### src/rtl/lzss_pkg.sv
// lzss_pkg: shared types and constants for the lzss stream decompressor
// no dependencies
package lzss_pkg;

  localparam int unsigned WindowDepth    = 4096;
  localparam int unsigned BytesPerResult = 8;
  localparam int unsigned LenW           = 24;
  localparam int unsigned OutW           = 64;

  localparam logic [1:0] StOk     = 2'd0;
  localparam logic [1:0] StHeader = 2'd1;
  localparam logic [1:0] StRef    = 2'd2;
  localparam logic [1:0] StTrunc  = 2'd3;

  localparam logic [7:0] FlagMsb  = 8'h80;
  localparam logic [8:0] ExtBias  = 9'd17;
  localparam logic [3:0] NibMask  = 4'd15;
  localparam int unsigned RefNib  = 16;

  typedef struct packed {
    logic [7:0] byte_in;
    logic       last_in;
  } in_item_t;

  typedef struct packed {
    logic [OutW-1:0] out_bytes;
    logic [3:0]      byte_count;
    logic            stream_end;
    logic [1:0]      status;
  } out_item_t;

  // commands from controller to datapath
  typedef struct packed {
    logic       start;       // new stream: clear counters, begin window clear
    logic       len_shift;   // shift byte into expected length
    logic       load_flags;
    logic       next_bit;
    logic       load_a;
    logic       load_b;
    logic       copy_start;  // begin a copy of the decoded length
    logic       ext_len;     // copy length from extension byte
    logic       literal;     // write a literal byte
    logic       emit_status;
    logic [1:0] status;
  } cmd_t;

  // status from datapath to controller
  typedef struct packed {
    logic       busy;        // copy or clear running or output pending
    logic       next_flag;   // flag of the bit after the current one
    logic       bit_wrap;    // bit position is 7
    logic       done_len;    // produced equals expected
    logic       len_zero;
    logic       nib_zero;
    logic       ref_bad;     // distance zero or length beyond remaining
    logic       ext_bad;
  } stat_t;

endpackage

### src/rtl/lzss_ctrl.sv
// lzss_ctrl: phase state machine sequencing header, flags and tokens
// depends on lzss_pkg
module lzss_ctrl (
  input  logic                clk_i,
  input  logic                rst_ni,
  input  logic                in_valid_i,
  output logic                in_ready_o,
  input  lzss_pkg::in_item_t  in_data_i,
  input  lzss_pkg::stat_t     stat_i,
  output lzss_pkg::cmd_t      cmd_o
);
  import lzss_pkg::*;

  typedef enum logic [10:0] {
    PhVersion = 11'b00000000001, PhLenHi = 11'b00000000010,
    PhLenMid = 11'b00000000100, PhLenLo = 11'b00000001000,
    PhFlags = 11'b00000010000, PhLiteral = 11'b00000100000,
    PhRefA = 11'b00001000000, PhRefB = 11'b00010000000,
    PhRefExt = 11'b00100000000, PhDrain = 11'b01000000000,
    PhAfter = 11'b10000000000
  } ph_e;

  ph_e  ph_q, ph_d;
  logic last_q, last_d;
  logic acc;
  logic [7:0] b;
  logic lst;

  assign b   = in_data_i.byte_in;
  assign lst = in_data_i.last_in;
  assign in_ready_o = !stat_i.busy && ph_q != PhAfter;
  assign acc = in_valid_i && in_ready_o;

  // phase decode
  always_comb begin
    ph_d = ph_q; last_d = last_q; cmd_o = '0;
    case (ph_q)
      PhAfter: if (!stat_i.busy) begin
        // token finished: check completion, truncation, next bit
        if (stat_i.done_len) begin
          cmd_o.emit_status = 1'b1; cmd_o.status = StOk;
          ph_d = last_q ? PhVersion : PhDrain;
        end else if (last_q) begin
          cmd_o.emit_status = 1'b1; cmd_o.status = StTrunc; ph_d = PhVersion;
        end else begin
          // next_flag already looks at the following bit
          cmd_o.next_bit = 1'b1;
          ph_d = stat_i.bit_wrap ? PhFlags : (stat_i.next_flag ? PhRefA : PhLiteral);
        end
      end
      default: if (acc) begin
        case (ph_q)
          PhVersion: begin
            cmd_o.start = 1'b1;
            if ((b != 8'd1 && b != 8'd2) || lst) begin
              cmd_o.emit_status = 1'b1; cmd_o.status = StHeader;
              ph_d = lst ? PhVersion : PhDrain;
            end else ph_d = PhLenHi;
          end
          PhLenHi, PhLenMid: begin
            cmd_o.len_shift = 1'b1;
            if (lst) begin
              cmd_o.emit_status = 1'b1; cmd_o.status = StHeader; ph_d = PhVersion;
            end else ph_d = (ph_q == PhLenHi) ? PhLenMid : PhLenLo;
          end
          PhLenLo: begin
            cmd_o.len_shift = 1'b1;
            if (lst) begin
              cmd_o.emit_status = 1'b1; cmd_o.status = StHeader; ph_d = PhVersion;
            end else if (stat_i.len_zero) begin
              cmd_o.emit_status = 1'b1; cmd_o.status = StOk; ph_d = PhDrain;
            end else ph_d = PhFlags;
          end
          PhFlags: begin
            cmd_o.load_flags = 1'b1;
            if (lst) begin
              cmd_o.emit_status = 1'b1; cmd_o.status = StTrunc; ph_d = PhVersion;
            end else ph_d = b[7] ? PhRefA : PhLiteral;
          end
          PhLiteral: begin
            cmd_o.literal = 1'b1; last_d = lst; ph_d = PhAfter;
          end
          PhRefA: begin
            cmd_o.load_a = 1'b1;
            if (lst) begin
              cmd_o.emit_status = 1'b1; cmd_o.status = StTrunc; ph_d = PhVersion;
            end else ph_d = PhRefB;
          end
          PhRefB: begin
            cmd_o.load_b = 1'b1;
            if (!stat_i.nib_zero) begin
              if (stat_i.ref_bad) begin
                cmd_o.emit_status = 1'b1; cmd_o.status = StRef;
                ph_d = lst ? PhVersion : PhDrain;
              end else begin
                cmd_o.copy_start = 1'b1; last_d = lst; ph_d = PhAfter;
              end
            end else if (lst) begin
              cmd_o.emit_status = 1'b1; cmd_o.status = StTrunc; ph_d = PhVersion;
            end else ph_d = PhRefExt;
          end
          PhRefExt: begin
            cmd_o.ext_len = 1'b1;
            if (stat_i.ext_bad) begin
              cmd_o.emit_status = 1'b1; cmd_o.status = StRef;
              ph_d = lst ? PhVersion : PhDrain;
            end else begin
              cmd_o.copy_start = 1'b1; last_d = lst; ph_d = PhAfter;
            end
          end
          default: if (lst) ph_d = PhVersion;
        endcase
      end
    endcase
  end

  always_ff @(posedge clk_i or negedge rst_ni) begin
    if (!rst_ni) begin
      ph_q <= PhVersion; last_q <= 1'b0;
    end else begin
      ph_q <= ph_d; last_q <= last_d;
    end
  end
endmodule

### config.mk
export PLATFORM = sky130hd
export DESIGN_NAME = lzss_ctrl
export DESIGN_NICKNAME = d
export VERILOG_FILES = /design/src/rtl/lzss_pkg.sv /design/src/rtl/lzss_ctrl.sv
export SDC_FILE = /design/constraint.sdc
export NUM_CORES = 1
export LEC_CHECK = 0
export ABC_AREA = 1
export BUFFER_PORTS_ARGS = -buffer_cell sky130_fd_sc_hd__buf_2
export CORE_MARGIN = 10
export CORE_UTILIZATION = 40
export DETAILED_ROUTE_END_ITERATION = 16
export PLACE_DENSITY = 0.66
export RECOVER_POWER = 100
export SLEW_MARGIN = 10
export SYNTH_ARGS = -nofsm -noshare
export SYNTH_HDL_FRONTEND = slang
export SYNTH_SLANG_ARGS = --single-unit
### constraint.sdc
create_clock -name clk_i -period 1.75 [get_ports clk_i]
set_input_delay 0.0875 -clock clk_i [delete_from_list [all_inputs] [get_ports clk_i]]
set_output_delay 0.0875 -clock clk_i [all_outputs]
set_load 0.02 [all_outputs]
* Word-level counts from Yosys, hierarchy flattened
Cells that the tools add are included.
** Storage, ports and cells
- Logic and storage cells :: 92
- Input bits :: 20
- Output and inout port bits :: 13
- Register bits after elaboration :: 12
** Operators by class
- Eq/ne operators :: 17
- Multiplexer cells :: 59
- Bitwise logic cells :: 1
- Reductions and logical operators :: 13
** Operator list (number)
- 11-bit one-hot mux with 8 select lines :: 1
- 11-bit 2-to-1 mux :: 7
- 10-bit 2-to-1 mux :: 6
- 3-bit 2-to-1 mux :: 14
- 7-bit 2-to-1 mux :: 5
- 3-bit one-hot mux with 6 select lines :: 1
- 1-bit 2-to-1 mux :: 17
- 8-bit 2-to-1 mux :: 2
- 11-bit by 1-bit equality test with 1-bit output, second input constant :: 1
- 11-bit equality test, second input constant :: 1
- 11-bit by 2-bit equality test with 1-bit output, second input constant :: 1
- 11-bit by 3-bit equality test with 1-bit output, second input constant :: 1
- 11-bit by 4-bit equality test with 1-bit output, second input constant :: 1
- 11-bit by 5-bit equality test with 1-bit output, second input constant :: 1
- 11-bit by 6-bit equality test with 1-bit output, second input constant :: 1
- 11-bit by 7-bit equality test with 1-bit output, second input constant :: 1
- 11-bit by 8-bit equality test with 1-bit output, second input constant :: 1
- 11-bit by 9-bit equality test with 1-bit output, second input constant :: 1
- 11-bit inequality test, second input constant :: 1
- 10-bit nonzero test :: 1
- 9-bit 2-to-1 mux :: 1
- 4-bit 2-to-1 mux :: 2
- 2-bit inequality test, second input constant :: 4
- 8-bit by 1-bit inequality test with 1-bit output, second input constant :: 1
- 14 further kinds :: 17

* Logic depth before layout (Yosys ltp)
Gate-level depths: netlist of the first run.
- Depth in word-level cells :: 7
- Depth in mapped cells :: 12
- Mapped depth without buffers :: 11

* Worst setup path before layout of the first run
Ideal clock, no wire load.
- Path type :: register to output
- From :: register ph_q[0]
- To :: output port cmd_o[3] (netlist name)
- Arrival :: 1.864 ns
- Path slack :: -0.202 ns
- Path buffers :: 1
- Required time :: 1.662 ns
- Stages on the path, launching flop included :: 10
- Cells stage by stage :: dfstp_2 nor2_4 nand2_2 nor2_4 nand2_2 buf_6 nand2_1 nor2_2 inv_2 nor4_1
** RTL lines
- start, declared :: line lzss_ctrl.sv:23 : ph_e ph_q, ph_d;
- start signal, assigned :: line lzss_ctrl.sv:121 : ph_q <= ph_d; last_q <= last_d;
- end, declared :: line lzss_ctrl.sv:10 : output lzss_pkg::cmd_t cmd_o

==> results of run 1 <==
## kinds of logic (layout without fill, tap and decap cells)
| group | Yosys count | count (layout) | synth area share [%] |
|---|---|---|---|
| compound gates | 21 | 21 | 9.45 |
| xor+xnor | 1 | 1 | 0.682 |
| simple gates | 155 | 155 | 54.2 |
| flops | 12 | 12 | 23.5 |
| buf+inv | 37 | 120 | 12.2 |
## final timing paths
kind,to,cells after the start
min in group asynchronous,ph_q[9],2
setup reg to reg,ph_q[0],14
max in group asynchronous,ph_q[1],2
hold reg to reg,last_q,2
setup / recovery,cmd_o[2],10
hold / removal,ph_q[5],4
## routing by layer
metal	GRT usage [%]	wire (um)	vias to the layer above
met2	30.2	2720	85
met1	18.0	2050	870
met3	3.03	303	30
li1	-	-	888
met4	9.29	347	0
met5	0	0	-
## cell usage after synthesis, types with 3 or more instances
| master | number |
|---|---|
| nor3_1 | 8 |
| nor4_1 | 3 |
| nand2_2 | 4 |
| o21ai_0 | 9 |
| dfrtp_1 | 11 |
| nor2_2 | 3 |
| nand2_1 | 57 |
| nor2_1 | 48 |
| inv_1 | 30 |
| inv_2 | 3 |
| nand3_1 | 23 |
| o21ai_1 | 6 |
| nand3_2 | 3 |
## state kept, by name, summed over array words and instances, names as in the netlist
| name | cells |
|---|---|
| ph_q | 11 |
| last_q | 1 |
## where the power goes
group | internal [mW] | switching (mW) | leakage (nW)
clock | 0.0884 | 0.0944 | 0.0150
sequential | 0.350 | 0.0657 | 0.157
combinational | 0.714 | 1.06 | 1.02
total | 1.15 | 1.22 | 1.19
## area by class of cell
| type | count | area [sq um] | share of cell area [%] |
|---|---|---|---|
| clock buffer | 4 | 26.3 | 1.16 |
| multi-input combinational | 177 | 1120 | 49.5 |
| timing repair buffer | 81 | 608 | 26.7 |
| inverter | 34 | 145 | 6.38 |
| sequential | 12 | 303 | 13.3 |
| timing repair inverter | 1 | 11.3 | 0.495 |
| tap | 44 | 55.1 | 2.42 |
## through the flow
step / utilization [%] / TNS (ps) / power, mW / cell area [sq um] / worst slack (ps)
2_1_floorplan: - / 0 / 1.13 / 1290 / 26.5
3_3_place_gp: 53.6 / -57.9 / 1.45 / 1640 / -38.0
3_5_place_dp: 53.6 / -60.7 / 1.46 / 1640 / -36.4
4_1_cts: 66.0 / -1440 / 1.95 / 2020 / -197
5_1_grt: 74.5 / -5320 / 2.53 / 2270 / -382
6_report: 74.5 / -3340 / 2.37 / 2270 / -270
## critical path: cells and delay by family, from the launching register on
family / cells / cell delay [ps]
AND/OR/NAND/NOR: 6 / 600
flip-flops: 1 / 580
AO/OA/AOI/OAI: 2 / 250
buffers and inverters: 2 / 230
## what timing repair did
action	4_1_cts	5_1_grt
buffers inserted	18	9
hold buffers	1	0
setup endpoints to repair	13	25
gates cloned	1	0
pin swaps	25	24
endpoints found under the hold margin	12	0
gates resized for setup	61	58
==> key figures, run 1 <==
Run status
  • Status: complete, but fails checks
  • Failing checks: negative setup slack

Logic synthesis
  • Sequential area share after synthesis: 23.5%
  • Ys flop type: dfrtp_1
  • Synth warnings: 0
  • Area contributors post-synth: dfrtp_1 21%, nand2_1 17%, nor2_1 14%, nand3_1 9.0%, inv_1 8.8%
  • Netlist Area Pre-Place: 1280 sq um
  • Cell count after synthesis: 226
  • FFs w/ async S/R, synth: 100%
  • Post-Syn Area per Cell: 5.68 sq um
  • EDFF count, synth: 0
  • Proportion of netlist area held by the largest area contributor: 21.4%
  • Synth Net Count: 246
  • Cell taking the most area after synthesis: dfrtp_1
  • Flops & latches, synth: 12
  • Yosys cell types: 27

STA
  • # setup viols final: 23
  • Slew Viols, Final: 0
  • Setup ws final: -270 ps
  • Final hold vios: 0
  • Unrepaired setup endpoints after global routing: true
  • Worst-Margin Slew: 673 ps
  • Hold slack: 220 ps
  • Min Tclk post-route: 2020 ps
  • Max-slew headroom: 55.1%
  • Max Freq: 495 MHz
  • Max Clock Skew: 1.19 ps
  • Final period utilization: 115%

Drt
  • Vias per inst: 5.31
  • Vias post-DR: 1873
  • Post-route antenna net violation count: 0
  • DRC: 0
  • Drt wl/cell: 15.4 um
  • DRT Pass-1 Iters: 4
  • Total Wirelength: 5430 um
  • Initial DRC Count: 158

Power and ir drop
  • Leakage: 1.19 nW
  • Peak supply drop: 940 uV
  • PD cells: 1040 nW/um^2

Placement
  • I/O Buffers: 32
  • Post-Place Cells: 320
  • DP Wirelength: 3320 um
  • Gpl congestion: 0.881

Setup path
  • R2R setup slack: -220 ps
  • Worst EP required: 1660 ps
  • Cell Chain, Critical Path: buf_6, nand2_1, nor2_2, nand2_2, o21ai_1, nand2_1, o21ai_1, nand2_1, nand3_2, buf_6
  • Crit Path Max Fanout: 5
  • Beginning of the critical path: ph_q[0]
  • WS Path Type: reg2out
  • Crit-path most repeated cell: nand2_1
  • CP max stage cell: dfstp_2
  • WP data arrival: 1930 ps
  • Slowest stage delay, CP: 580 ps
  • Worst setup EP type: output pin
  • Startpoint Class: flop
  • Reg2Reg Launch Point: ph_q[0]

GRT
  • Initial antenna violation count: 0
  • Total congestion overflow: 0
  • First-pass GRT wire length: 8260 um
  • Vias in the first global route: 1823
  • Pin count of the biggest net entering global routing: 13
  • Total GRT Usage: 16.7%

Floorplanning
  • Initial Util: 42.0%
  • Core ar.: 3050 sq um
  • Die area: 5880 sq um
  • # rows: 20
  • Die Y: 76.7 um
  • Horiz. Die Dim: 76.7 um
  • I/O pin count: 33

Job
  • Max Cap Viol: 0

Worst hold path
  • HP Class: in2reg
  • Worst Min Path Start: stat_i[6]

Clocking
  • Cts bufs inserted: 3
  • Root Buffer: clkbuf_4
  • Clock-pin slew on the worst setup and hold paths: 70 ps
  • # clock sinks: 12
  • Clk_lat worst skew: 270 ps
  • CTS Buffer Depth: 2
  • # H-tree levels: 1
  • TritonCTS clock tree: built

Final layout
  • Area delta synth->final: 77.1%
  • Fill cells: 236
  • Nets: 330
  • Most frequent cells in the layout: 47 x buf_4, 41 x nand2_1, 27 x nor2_1
  • Commonest non-fill, non-tap cell in the layout: buf_4
  • Ant diodes: 0
  • Layout cells sized above 1: 53.4%
  • Non-Filler Instances: 353
Note: power is estimated with default switching activity, not from simulation.
==> run 2: changes to the inputs <==
ABC_AREA = 0   (was 1)
==> key figures, run 2 <==
Logic synthesis
  • Post-Syn Area per Cell: 7.86 sq um (+38%)
  • Flops & latches, synth: 12 (unchanged)
  • Synth Net Count: 181 (-26%)
  • Top-count cell post-synth: nand2_1
  • Netlist Area Pre-Place: 1260 sq um (-1.5%)
  • Area contributors post-synth: dfrtp_1 22%, nand2_1 6.2%, nor2_1 5.3%, o21ai_0 5.1%, nor4_4 5.0%
  • Cell count after synthesis: 161 (-29%)
  • Cell taking the most area after synthesis: dfrtp_1
  • Sequential area share after synthesis: 23.8% (+0.35 points)
  • Synth warnings: 0 (unchanged)
  • Top post-synthesis cells by count: 21 x nand2_1, 18 x nor2_1, 13 x o21ai_0
  • FFs w/ async S/R, synth: 100% (unchanged)
  • Ys flop type: dfrtp_1
  • Yosys cell types: 52 (+93%)
  • Proportion of netlist area held by the largest area contributor: 21.8% (+0.32 points)
  • EDFF count, synth: 0 (unchanged)

Final layout
  • Max reg flops: 11 (unchanged)
  • Layout Utilization: 82.4% (+7.9 points)
  • Ant diodes: 0 (unchanged)
  • Nets: 278 (-16%)
  • Final Cell Area: 2490 sq um (+9.7%)
  • Top reg by flops: ph_q
  • Largest regs: ph_q (11), last_q (1)
  • Most frequent cells in the layout: 57 x buf_4, 23 x buf_6, 18 x buf_2
  • Non-Filler Instances: 301 (-15%)
  • Fill cells: 147 (-38%)
  • Area delta synth->final: 97.1%
  • Layout cells sized above 1: 64.6% (+11 points)
  • Commonest non-fill, non-tap cell in the layout: buf_4

STA
  • Final period utilization: 138% (+22 points)
  • Slew Viols, Final: 0 (unchanged)
  • Max-slew headroom: 54.5% (-0.63 points)
  • Final hold vios: 0 (unchanged)
  • Hold slack: 117 ps (-102 ps)
  • Min Tclk post-route: 2410 ps (+390 ps)
  • Unrepaired setup endpoints after global routing: true
  • Setup ws final: -661 ps (-390 ps)
  • # setup viols final: 25 (+8.7%)
  • Worst-Margin Slew: 682 ps (+9.49 ps)
  • Max Freq: 415 MHz (-16%)
  • Max Clock Skew: 1.91 ps (+0.717 ps)

Clocking
  • Root Buffer: clkbuf_4
  • # clock sinks: 12 (unchanged)
  • # H-tree levels: 1 (unchanged)
  • CTS Buffer Depth: 2 (unchanged)
  • TritonCTS clock tree: built
  • Clk_lat worst skew: 280 ps (about the same)
  • Cts bufs inserted: 3 (unchanged)
  • Clock-pin slew on the worst setup and hold paths: 70 ps (about the same)

Setup path
  • WP data arrival: 2320 ps (+390 ps)
  • Crit-path most repeated cell: o21ai_2
  • Worst EP required: 1660 ps (about the same)
  • Startpoint Class: flop
  • WS Path Type: reg2out
  • CP max stage cell: or4b_4
  • Bufs and invs on worst path: 1 (-1)
  • Slowest stage delay, CP: 590 ps (about the same)
  • Crit Path Max Fanout: 3 (-2)
  • Cell Chain, Critical Path: or4b_4, nor4b_4, o21ai_2, o41a_1, nor3b_1, o21ai_2, buf_4
  • Delay-heaviest family, CP: simple AND/OR/NAND/NOR gates
  • Worst setup EP type: output pin

Power and ir drop
  • Internal power: 1.31 mW (+13%)
  • Combinational fraction of design power: 73.9% (-0.8 points)
  • Seq pwr share: 16.5% (-1.1 points)
  • PD cells: 933 nW/um^2 (-10%)
  • Net Switching: 1.02 mW (-16%)
  • Switching Fraction: 43.8% (-7.5 points)
  • Leakage: 1.10 nW (-7.6%)
  • Peak supply drop: 783 uV (-17%)
  • Clock power frac: 9.5% (+1.8 points)

Placement
  • Placed cell area: 1890 sq um (+15%)
  • I/O Buffers: 32 (unchanged)
  • DP Wirelength: 3800 um (+14%)
  • Gpl congestion: 0.909 (+3.1%)
  • Post-Place Cells: 277 (-13%)

Floorplanning
  • Initial Util: 41.8% (-0.27 points)
  • I/O pin count: 33 (unchanged)
  • Die Y: 76.2 um (-0.54%)
  • Die area: 5810 sq um (-1.1%)
  • Core ar.: 3030 sq um (-0.82%)
  • # rows: 20 (unchanged)
  • Horiz. Die Dim: 76.2 um (-0.54%)

Drt
  • DRT Pass-1 Iters: 5 (+1)
  • DRC: 0 (unchanged)
  • Vias post-DR: 1782 (-4.9%)
  • Initial DRC Count: 181 (+15%)
  • Vias per inst: 5.92 (+12%)
  • Post-route antenna net violation count: 0 (unchanged)
  • Drt wl/cell: 20.3 um (+32%)
  • Total Wirelength: 6110 um (+13%)

GRT
  • Vias in the first global route: 1794 (-1.6%)
  • Pin count of the biggest net entering global routing: 13 (unchanged)
  • Total GRT Usage: 18.0% (+1.2 points)
  • First-pass GRT wire length: 8870 um (+7.3%)
  • Initial antenna violation count: 0 (unchanged)
  • Total congestion overflow: 0 (unchanged)

Run status
  • Status: complete, but fails checks
  • Failing checks: negative setup slack

Worst hold path
  • HP Class: in2reg

Job
  • Max Cap Viol: 0 (unchanged)
[run 2: cell types whose count changed after synthesis, moves of 4 or more]
| cell | change |
|---|---|
| nand3_1 | -20 |
| nand2_1 | -36 |
| buf_2 | +7 |
| nor2_1 | -30 |
| xor2_1 | +4 |
| a21oi_1 | +5 |
| inv_1 | -27 |
| o21ai_0 | +4 |
[run 2: cell families (layout without fill, tap and decap cells)]
group	count (synthesis)	in the layout	share of synthesized area, %
simple gates	79	79	36.0
compound gates	47	47	27.2
xor+xnor	5	5	3.46
buf+inv	15	111	6.92
mux	3	3	2.57
flops	12	12	23.8
[run 2: repair_timing]
| action | 4_1_cts | 5_1_grt |
|---|---|---|
| setup endpoints to repair | 25 | 25 |
| hold endpoints to repair | 12 | 0 |
| gates cloned | 0 | 0 |
| buffers inserted | 13 | 8 |
| resized for setup | 58 | 31 |
| pin swaps | 20 | 18 |
| hold buffers | 1 | 0 |
[run 2: worst register-to-register path, delay by kind of cell (launching register included)]
kind                   cells  cell delay, ps
and+or+nand+nor            2             550
DFF                        1             470
AOI/OAI and AO/OA          3             460
buffers and inverters      2             380
muxes                      1             290
[run 2: final timing paths]
kind                            from        to  slack (ps)  cells after the start
setup / recovery             ph_q[4]  cmd_o[2]        -660                      7
hold / removal             stat_i[5]   ph_q[4]         120                      3
setup reg to reg             ph_q[4]    last_q        -530                      8
hold reg to reg              ph_q[8]   ph_q[8]         620                      2
max in group asynchronous     rst_ni   ph_q[5]         910                      2
min in group asynchronous     rst_ni   ph_q[1]         360                      2
[run 2: through the flow]
step	setup TNS [ps]	worst slack [ps]	power [mW]
final	-11150	-661	2.33
after global routing	-12760	-730	2.44
after CTS	-9890	-585	2.07
after detailed placement	-6510	-413	1.54
after global placement	-5840	-380	1.52
after floorplan	-3410	-246	1.06
[run 2: final cells by class]
class                           count  area [sq um]  area share [%]
Tap cell                           44          55.1            2.21
Inverter                            3          11.3           0.452
Multi-Input combinational cell    134          1220            48.9
Clock buffer                        4          36.3            1.46
Sequential cell                    12           307            12.3
Timing Repair Buffer              104           866            34.7
[run 2: power groups by stage]
| stage | Combinational [mW] | Sequential (mW) | Clock, mW |
|---|---|---|---|
| floorplan | 0.707 | 0.353 | 0 |
| CTS | 1.47 | 0.371 | 0.224 |
| detailed placement | 1.15 | 0.390 | 0 |
| finish | 1.72 | 0.384 | 0.222 |
| global placement | 1.14 | 0.386 | 0 |
| global route | 1.81 | 0.387 | 0.239 |
[run 2: metal layers]
layer	global-route usage, %	share of wire (%)	vias to the layer above
met2	31.0	48	108
li1	-	-	795
met4	5.39	2.7	0
met1	21.4	40	858
met3	4.25	8.4	21
met5	0	0	-
==> run 3: changes to the inputs <==
CORE_UTILIZATION = 48   (was 40)
PLACE_DENSITY = 0.76   (was 0.66)
SLEW_MARGIN = 15   (was 10)
==> key figures, run 3 <==
Logic synthesis
  • Flops & latches, synth: 12 (unchanged)
  • Area contributors post-synth: dfrtp_1 22%, nand2_1 6.2%, nor2_1 5.3%, o21ai_0 5.1%, nor4_4 5.0%
  • Cell count after synthesis: 161 (unchanged)
  • EDFF count, synth: 0 (unchanged)
  • Top-count cell post-synth: nand2_1
  • Post-Syn Area per Cell: 7.86 sq um (unchanged)
  • Sequential area share after synthesis: 23.8% (unchanged)
  • Synth warnings: 0 (unchanged)
  • Cell taking the most area after synthesis: dfrtp_1
  • Yosys cell types: 52 (unchanged)
  • Synth Net Count: 181 (unchanged)
  • Netlist Area Pre-Place: 1260 sq um (unchanged)
  • Ys flop type: dfrtp_1
  • Top post-synthesis cells by count: 21 x nand2_1, 18 x nor2_1, 13 x o21ai_0
  • Proportion of netlist area held by the largest area contributor: 21.8% (unchanged)
  • FFs w/ async S/R, synth: 100% (unchanged)

STA
  • Worst EP Category: top-level output
  • Grt repair worst endpoint: cmd_o[2]

Floorplanning
  • # rows: 18 (-10%)
  • Die Y: 71.3 um (-6.4%)
  • Horiz. Die Dim: 71.3 um (-6.4%)
  • Initial Util: 50.6% (+8.8 points)
  • I/O pin count: 33 (unchanged)

Placement
  • DP Wirelength: 3690 um (-2.8%)
  • Gpl congestion: 0.962 (+5.9%)
  • I/O Buffers: 32 (unchanged)
  • Post-Place Cells: 262 (-5.4%)
  • Pre-CTS setup slack: -412 ps (+1.20 ps)

Clocking
  • Cts bufs inserted: 3 (unchanged)
  • # clock sinks: 12 (unchanged)
  • # H-tree levels: 1 (unchanged)
  • Root Buffer: clkbuf_4
  • CTS Buffer Depth: 2 (unchanged)

GRT
  • Pin count of the biggest net entering global routing: 13

Run status
  • Exit stage: 5_1_grt
  • Err: [ERROR DPL-0038] Utilization greater than 100%, impossible to legalize
  • Status: aborted with a tool error
## run 3: metrics by stage
stage                     hold WS [ps]  area (sq um)
after floorplan                   -208          1390
after global placement           -15.2          1860
after detailed placement         -4.44          1860
after CTS                          120          2380
## run 3: timing repair
| action | 4_1_cts |
|---|---|
| hold buffers | 1 |
| cloned | 1 |
| gates resized for setup | 84 |
| hold endpoints to repair | 12 |
| setup buffers | 15 |
| pin swaps | 19 |
| endpoints found under the setup margin | 25 |
## run 3: kinds of logic after synthesis
| group | after synthesis | synth area share (%) |
|---|---|---|
| buffers and inverters | 15 | 6.92 |
| AOI/OAI and AO/OA | 47 | 27.2 |
| DFF | 12 | 23.8 |
| muxes | 3 | 2.57 |
| xor gates and xnor gates | 5 | 3.46 |
| and+or+nand+nor | 79 | 36.0 |
==> run 4: changes to the inputs <==
CORE_AREA = 10 10 71 73   (was default)
CORE_MARGIN = default   (was 10)
CORE_UTILIZATION = default   (was 48)
DIE_AREA = 0 0 81 83   (was default)
PLACE_DENSITY = default   (was 0.76)
PLACE_DENSITY_LB_ADDON = 0.15   (was default)
clock period = 2.3 ns   (was 1.75 ns; I/O delays follow)
==> key figures, run 4 (synthesis gave the netlist of run 2 again) <==
GRT
  • Total GRT Usage: 12.7%
  • Vias in the first global route: 1519
  • Initial antenna violation count: 0
  • Pin count of the biggest net entering global routing: 13
  • Total congestion overflow: 0
  • First-pass GRT wire length: 7140 um

Setup path
  • R2R cell count: 7
  • Reg2Reg Launch Point: ph_q[3]
  • Beginning of the critical path: ph_q[5]
  • Startpoint Class: flop
  • WP data arrival: 2230 ps
  • Crit Path Max Fanout: 3
  • Worst EP required: 2180 ps
  • WS Path Type: reg2out
  • R2R setup slack: 80 ps
  • Worst setup EP type: output pin

Final layout
  • Largest regs: ph_q (11), last_q (1)
  • Max reg flops: 11
  • Top reg by flops: ph_q
  • Fill cells: 370
  • Most frequent cells in the layout: 44 x buf_4, 26 x buf_2, 19 x nand2_1
  • Area delta synth->final: 53.7%
  • Layout cells sized above 1: 48.2%
  • Commonest non-fill, non-tap cell in the layout: buf_4
  • Nets: 247
  • Layout Utilization: 53.5%
  • Ant diodes: 0

STA
  • # setup viols final: 2
  • Unrepaired setup endpoints after global routing: true
  • Min Tclk post-route: 2350 ps
  • Worst-Margin Slew: 706 ps
  • Max-slew headroom: 52.9%
  • Max Freq: 426 MHz
  • Setup ws final: -45.2 ps
  • Final hold vios: 0
  • Slew Viols, Final: 0
  • Max Clock Skew: 0.980 ps
  • Final period utilization: 102%

Drt
  • Vias per inst: 5.54
  • DRC: 0
  • Post-route antenna net violation count: 0
  • DRT Pass-1 Iters: 4
  • Vias post-DR: 1519
  • Drt wl/cell: 16.7 um
  • Total Wirelength: 4580 um
  • Initial DRC Count: 99

Placement
  • I/O Buffers: 32 (unchanged)
  • Gpl congestion: 0.858 (-11%)
  • DP Wirelength: 3430 um (-7.1%)

Floorplanning
  • I/O pin count: 33 (unchanged)
  • Initial Util: 34.8% (-16 points)
  • Horiz. Die Dim: 81 um (+14%)
  • # rows: 22 (+4)
  • Die area: 6720 sq um
  • Core ar.: 3630 sq um
  • Die Y: 83 um (+16%)

Clocking
  • Clock-pin slew on the worst setup and hold paths: 60 ps
  • Cts bufs inserted: 3 (unchanged)
  • # H-tree levels: 1 (unchanged)
  • CTS Buffer Depth: 2 (unchanged)
  • Root Buffer: clkbuf_8
  • # clock sinks: 12 (unchanged)
  • TritonCTS clock tree: built
  • Clk_lat worst skew: 240 ps

Run status
  • Failing checks: negative setup slack
  • Status: complete, but fails checks

Worst hold path
  • Worst Min Path Start: in_data_i[0]
  • HP Class: in2reg
  • Worst hold stages: 2

Power and ir drop
  • Leakage: 0.873 nW
  • Peak supply drop: 375 uV
  • Total Power: 1.53 mW
  • PD cells: 785 nW/um^2

Job
  • Max Cap Viol: 0
-- run 4: worst max-delay path: stages (launching register included) --
cell	delay, ps
dfrtp_2	430
or4b_4	570
or2_2	330
a21oi_2	170
o21bai_2	120
o21ai_0	200
buf_4	170
-- run 4: metrics by stage --
stage | hold slack (ps) | instance area [sq um] | std cells | setup WS, ps | setup TNS [ps]
2_1_floorplan | -181 | 1270 | 161 | 11.2 | 0
3_3_place_gp | 20.8 | 1600 | 254 | 100 | 0
3_5_place_dp | 27.3 | 1600 | 254 | 48.8 | 0
4_1_cts | 158 | 1750 | 265 | -45.1 | -45.1
5_1_grt | 197 | 1940 | 274 | -147 | -371
6_report | 190 | 1940 | 274 | -45.2 | -54.2
-- run 4: final cells by class --
cell class              instances  area, sq um  area share [%]
clock buffers                   4         45.0            2.32
multi-input cells             134         1040            53.3
inverters                       3         11.3           0.579
flip-flops and latches         12          307            15.8
repair buffers                 73          485            25.0
well taps                      48         60.1            3.09
-- run 4: final timing paths --
check,end
min in group asynchronous,ph_q[9]
max reg2reg,last_q
max,cmd_o[1]
max in group asynchronous,ph_q[5]
min,last_q
min reg2reg,ph_q[10]
-- run 4: power breakdown --
part	internal (mW)	leakage (nW)	total [mW]	switching, mW
Sequential	0.242	0.156	0.281	0.0386
Clock	0.122	0.0228	0.205	0.0831
Combinational	0.516	0.695	1.04	0.523
-- run 4: timing repair --
item,4_1_cts,5_1_grt
setup buffers,6,9
endpoints found under the setup margin,8,10
hold endpoints to repair,11,0
resized for setup,17,24
hold buffers,1,0
pin swaps,5,9
-- run 4: layer usage --
layer / part of all wire (%) / vias to the layer above / GRT usage (%)
li1: - / 727 / -
met1: 43 / 730 / 16.4
met2: 46 / 56 / 20.0
met3: 8.9 / 6 / 3.88
met4: 1.1 / 0 / 2.50
met5: 0 / - / 0
